File: config.mk
export PLATFORM = sky130hd
export DESIGN_NAME = csc_queue
export DESIGN_NICKNAME = d
export VERILOG_FILES = /design/src/rtl/csc_pkg.sv /design/src/rtl/csc_queue.sv
export SDC_FILE = /design/constraint.sdc
export NUM_CORES = 1
export LEC_CHECK = 0
export BUFFER_PORTS_ARGS = -buffer_cell sky130_fd_sc_hd__buf_2
export CAP_MARGIN = 20
export CORE_MARGIN = 4
export CORE_UTILIZATION = 35
export DETAILED_ROUTE_END_ITERATION = 10
export GPL_TIMING_DRIVEN = 0
export SYNTH_ARGS = -nofsm -noshare
export SYNTH_HDL_FRONTEND = slang
export SYNTH_SLANG_ARGS = --single-unit
File: constraint.sdc
create_clock -name clk -period 7.7 [get_ports clk]
set_input_delay 1.54 -clock clk [delete_from_list [all_inputs] [get_ports clk]]
set_output_delay 1.54 -clock clk [all_outputs]
set_load 0.005 [all_outputs]
File: src/rtl/csc_pkg.sv
// Shared types, widths and matrix coefficients of the color space converter.
`default_nettype none

package csc_pkg;

	localparam int COMP_W  = 24;
	localparam int ALPHA_W = 21;
	localparam int FRAC_W  = 20;
	localparam int ONE_Q20 = 1 << FRAC_W;
	localparam int COEF_W  = 23;
	localparam int OPA_W   = 25;
	localparam int PROD_W  = 49;
	localparam int NUM_W   = 56;
	localparam int DEN_W   = 27;
	localparam int REM_W   = 52;
	localparam int QUO_W   = COMP_W;

	typedef enum logic [1:0] {
		MODE_RGB2XYZ = 2'd0,
		MODE_XYZ2RGB = 2'd1,
		MODE_XYZ2XYY = 2'd2,
		MODE_XYY2XYZ = 2'd3
	} mode_t;

	typedef struct packed {
		logic signed [COMP_W-1:0] comp_first;
		logic signed [COMP_W-1:0] comp_second;
		logic signed [COMP_W-1:0] comp_third;
		logic [ALPHA_W-1:0]       alpha_in;
	} pixel_in_t;

	typedef struct packed {
		logic signed [COMP_W-1:0] res_first;
		logic signed [COMP_W-1:0] res_second;
		logic signed [COMP_W-1:0] res_third;
		logic [ALPHA_W-1:0]       alpha_out;
		logic                     clipped;
	} pixel_out_t;

	// One classified item: offset numerators ready for division.
	typedef struct packed {
		logic [2:0][REM_W-1:0]  num;
		logic [2:0]             ovf_hi;
		logic [2:0]             ovf_lo;
		logic [2:0]             div;
		logic [2:0][COMP_W-1:0] byp;
		logic [DEN_W-1:0]       den2;
		logic [ALPHA_W-1:0]     alpha;
	} job_t;

	// One divider stage.
	typedef struct packed {
		logic [2:0][REM_W-1:0]  rem;
		logic [2:0][QUO_W-1:0]  quo;
		logic [2:0]             ovf_hi;
		logic [2:0]             ovf_lo;
		logic [2:0]             div;
		logic [2:0][COMP_W-1:0] byp;
		logic [DEN_W-1:0]       den2;
		logic [ALPHA_W-1:0]     alpha;
	} div_st_t;

	// Decimal coefficient (times 1e7) to Q20, halves away from zero.
	function automatic logic signed [COEF_W-1:0] coef_q20(input longint tenmil);
		return COEF_W'((tenmil * 64'sd1048576 + 64'sd5000000) / 64'sd10000000);
	endfunction

	localparam logic signed [COEF_W-1:0] TO_XYZ [9] = '{
		coef_q20(4124564), coef_q20(3575761), coef_q20(1804375),
		coef_q20(2126729), coef_q20(7151522), coef_q20(721750),
		coef_q20(193339),  coef_q20(1191920), coef_q20(9503041)
	};

	localparam logic signed [COEF_W-1:0] TO_RGB [9] = '{
		coef_q20(32404542), -coef_q20(15371385), -coef_q20(4985314),
		-coef_q20(9692660), coef_q20(18760108),  coef_q20(415560),
		coef_q20(556434),   -coef_q20(2040259),  coef_q20(10572252)
	};

endpackage

`default_nettype wire

File: src/rtl/csc_queue.sv
// Short queue of classified jobs between the front and back parts.
`default_nettype none

module csc_queue #(
	parameter int DEPTH = 4
) (
	input  wire logic          clk,
	input  wire logic          arst_n,
	input  wire logic          push_valid,
	output logic               push_ready,
	input  wire csc_pkg::job_t push_data,
	output logic               pop_valid,
	input  wire logic          pop_ready,
	output csc_pkg::job_t      pop_data
);

	localparam int PW = $clog2(DEPTH);
	localparam int CW = $clog2(DEPTH + 1);

	csc_pkg::job_t mem_q [DEPTH];
	logic [PW-1:0] wr_ptr_q, rd_ptr_q;
	logic [CW-1:0] count_q;
	logic          push, pop;

	assign push_ready = (count_q != CW'(DEPTH));
	assign pop_valid  = (count_q != '0);
	assign push       = push_valid && push_ready;
	assign pop        = pop_valid && pop_ready;
	assign pop_data   = mem_q[rd_ptr_q];

	always_ff @(posedge clk or negedge arst_n) begin
		if (!arst_n) begin
			wr_ptr_q <= '0;
			rd_ptr_q <= '0;
			count_q  <= '0;
		end else begin
			if (push) begin
				wr_ptr_q <= (wr_ptr_q == PW'(DEPTH - 1)) ? '0 : wr_ptr_q + 1'b1;
			end
			if (pop) begin
				rd_ptr_q <= (rd_ptr_q == PW'(DEPTH - 1)) ? '0 : rd_ptr_q + 1'b1;
			end
			if (push && !pop) begin
				count_q <= count_q + 1'b1;
			end else if (pop && !push) begin
				count_q <= count_q - 1'b1;
			end
		end
	end

	always_ff @(posedge clk) begin
		if (push) begin
			mem_q[wr_ptr_q] <= push_data;
		end
	end

endmodule

`default_nettype wire

==> impl_metrics.toml <==
[timing]
worst_pin_slew_ns = 0.9470
slew_headroom = 0.3686
max_freq_ghz = 0.1988
rsz0062_at_grt = "false"
whs_ns = 0.4973
period_needed_ns = 5.030
fin_crit_sh = 0.6532
finClkSkew_ns = 0.01803
setup_violations = 0
hold_violations = 0
slew_violations = 0

[die]
num_rows = 126
die_height_um = 352.6
initial_utilization = 0.3525
die_area_um2 = 124400
io_pins = 576
die_w_um = 352.6
core_um2 = 117900

[power]
clkPwrFrac = 0.279
vdd_drop_max_mv = 0.3635
pwr-share-seq = 0.431
p_sw_frac = 0.2849
totalPowerFinal_mw = 19.65
p_switching_mw = 5.597
intPower_mw = 14.05
p_comb_frac = 0.290
power_density_nw_per_um2 = 386.9
static-leakage-power_nw = 17.08

[clock_network]
cts-htree-levels = 3
clkLatencyLatePin_ns = 0.70
post_cts_resized = 0
cts_hold_buf = 0
numClockSinks = 1147
clk_path_buf_depth = 3
cts_root_buf = "clkbuf_16"
numCtsBuffers = 116
path_clk_slew_ns = 0.06
postCtsSetupBuffers = 0
tritoncts = "yes"

[worst_setup_path]
path_max_fanout = 10
regToRegEndpoint = "mem_q[3][201]"
crit_arrival_ns = 3.49
critPathMostFrequentCell = "buf_2"
reg2reg_depth = 5
worst-path-buf-inv = 4
critPathMaxStageDelay_ns = 0.76
reg2reg_slack_ns = 4.81
startpoint = "rd_ptr_q[1]"
start_kind = "flip-flop"
critical-path-top-delay-family = "buffers and inverters"
worst_setup_path_end_kind = "output pin"
crit_chain = "buf_2, clkbuf_1, buf_2, mux4_2, buf_2"
r2r-start = "count_q[2]"
critPathRequiredTime_ns = 6.16
slowest_stage = "clkbuf_1"
crit_end = "pop_data[121]"
worst-path-stages = 5
critical_path_class = "reg -> out"

[synthesis]
ys_ff_latch = 1147
syn_avg_cell_area_um2 = 27.26
synth_area_um2 = 41570
seq_area_frac_synth = 0.8277
synthesis.nets = 1821
yosys_warnings = 0
netlist_instances = 1525
synthDistinctLibCells = 19

[grt]
antenna_found_initial = 39
use_met2 = 0.2424
grt_use_met1 = 0.1762
grt_max_degree = 58
grt.total_usage = 0.1459
met3_usage = 0.05311
grt.busiest_layer = "met2"
overflow = 0
grt_pass1_vias = 20220
grt_pass1_wl_um = 134900

[placement]
gp_congestion = 0.7495
portBuffers = 575
dp_hpwl_um = 61700

[outcome]
outcome = "finished, final reports clean"

[route]
drt_iter0_drc = 1223
dr.pass1.iters = 5
ant_nets = 0
postRouteWirelength_um = 91790
viasPerCell = 4.850
vias = 18930
drcViolationCount = 0
wl_per_cell_um = 23.52

[worst_hold_path]
hp-class = "reg -> reg"

[cells_and_area]
syn2layout_area_growth_pct = 22.17
nets = 2534
drive_gt1_frac = 0.4778

[run]
maxCapViolCount = 0
[metrics by stage]
stage / instances / util / TNS [ns] / setup WS, ns / instance area (um2)
2_1_floorplan: 1525 / - / 0 / 2.256 / 41580
3_3_place_gp: 3636 / 0.3933 / -509.76 / -0.5313 / 46380
3_5_place_dp: 3656 / 0.3981 / 0 / 3.183 / 46940
4_1_cts: 3876 / 0.4301 / 0 / 2.405 / 50720
5_1_grt: 3887 / 0.4304 / 0 / 2.428 / 50750
6_report: 3902 / 0.4307 / 0 / 2.670 / 50790
[power groups by stage]
stage               Sequential [mW]  Clock, mW  Combinational [mW]
finish                         8.46       5.48                5.71
global route                   8.55       5.92                6.19
CTS                            8.48       5.65                5.93
detailed placement             8.60          0                5.91
global placement               8.90          0                5.64
floorplan                      8.70          0                3.23
[state kept, by name, indices dropped and copies added, names as in the netlist]
name / count
rd_ptr_q: 2
count_q: 3
wr_ptr_q: 2
mem_q: 1140
[cells by family after synthesis]
logic type               count (synthesis)  share of synthesized area
multiplexers                           290                     0.1559
AND/OR/NAND/NOR                         11                   0.001595
XOR/XNOR                                 3                  0.0006322
adder cells (fa/ha/maj)                  7                   0.002287
flip-flops                            1147                     0.8277
buffers and inverters                   67                    0.01186
[cells in the mapped netlist (all sizes together)]
cell,instances,area (um2)
and2,1,8.760
and3,4,25.02
buf,58,459.2
clkbuf,6,22.52
dfrtp,7,175.2
edfxtp,1140,34230
fa,1,20.02
ha,6,75.07
inv,3,11.26
mux2,5,63.81
mux4,285,6419
nand2,1,3.750
nor2,3,11.26
or3,1,6.260
or3b,1,11.26
xnor2,1,8.760
xor2,2,17.52
[how the worst min path moves through the flow]
stage	from	to	slack, ns	depth (start not counted)
after floorplan	count_q[2]	count_q[2]	0.45	1
after global placement	count_q[2]	count_q[2]	0.47	1
after global routing	count_q[2]	count_q[2]	0.52	1
after detailed placement	count_q[2]	count_q[2]	0.49	1
after CTS	count_q[2]	count_q[2]	0.50	1
final	count_q[2]	count_q[2]	0.50	1
[per-layer routing]
metal	part of all wire	vias up	wire length, um
met5	0.0019	-	178
met2	0.50	609	46200
met4	0.029	26	2664
met3	0.086	176	7940
li1	-	8151	-
met1	0.38	9963	34810
[layout by cell type, fill, tap and decap left out, types with 20 or more instances in the layout]
master     instances
clkinv_2          23
buf_16            20
diode_2           26
clkbuf_1          29
edfxtp_1        1140
mux4_2           285
clkinv_1          28
clkbuf_16        118
buf_6             27
buf_2            606
[cell type report]
type,count,area (um2)
Fill cell,10090,67130
Clock buffer,143,3067
Multi-Input combinational cell,311,6690
Tap cell,1536,1922
Timing Repair Buffer,595,3428
Clock inverter,77,715.7
Inverter,3,11.26
Sequential cell,1147,34410
Buffer,64,481.7
Antenna cell,26,65.06
No activity file was read; power rests on OpenSTA's default activity.
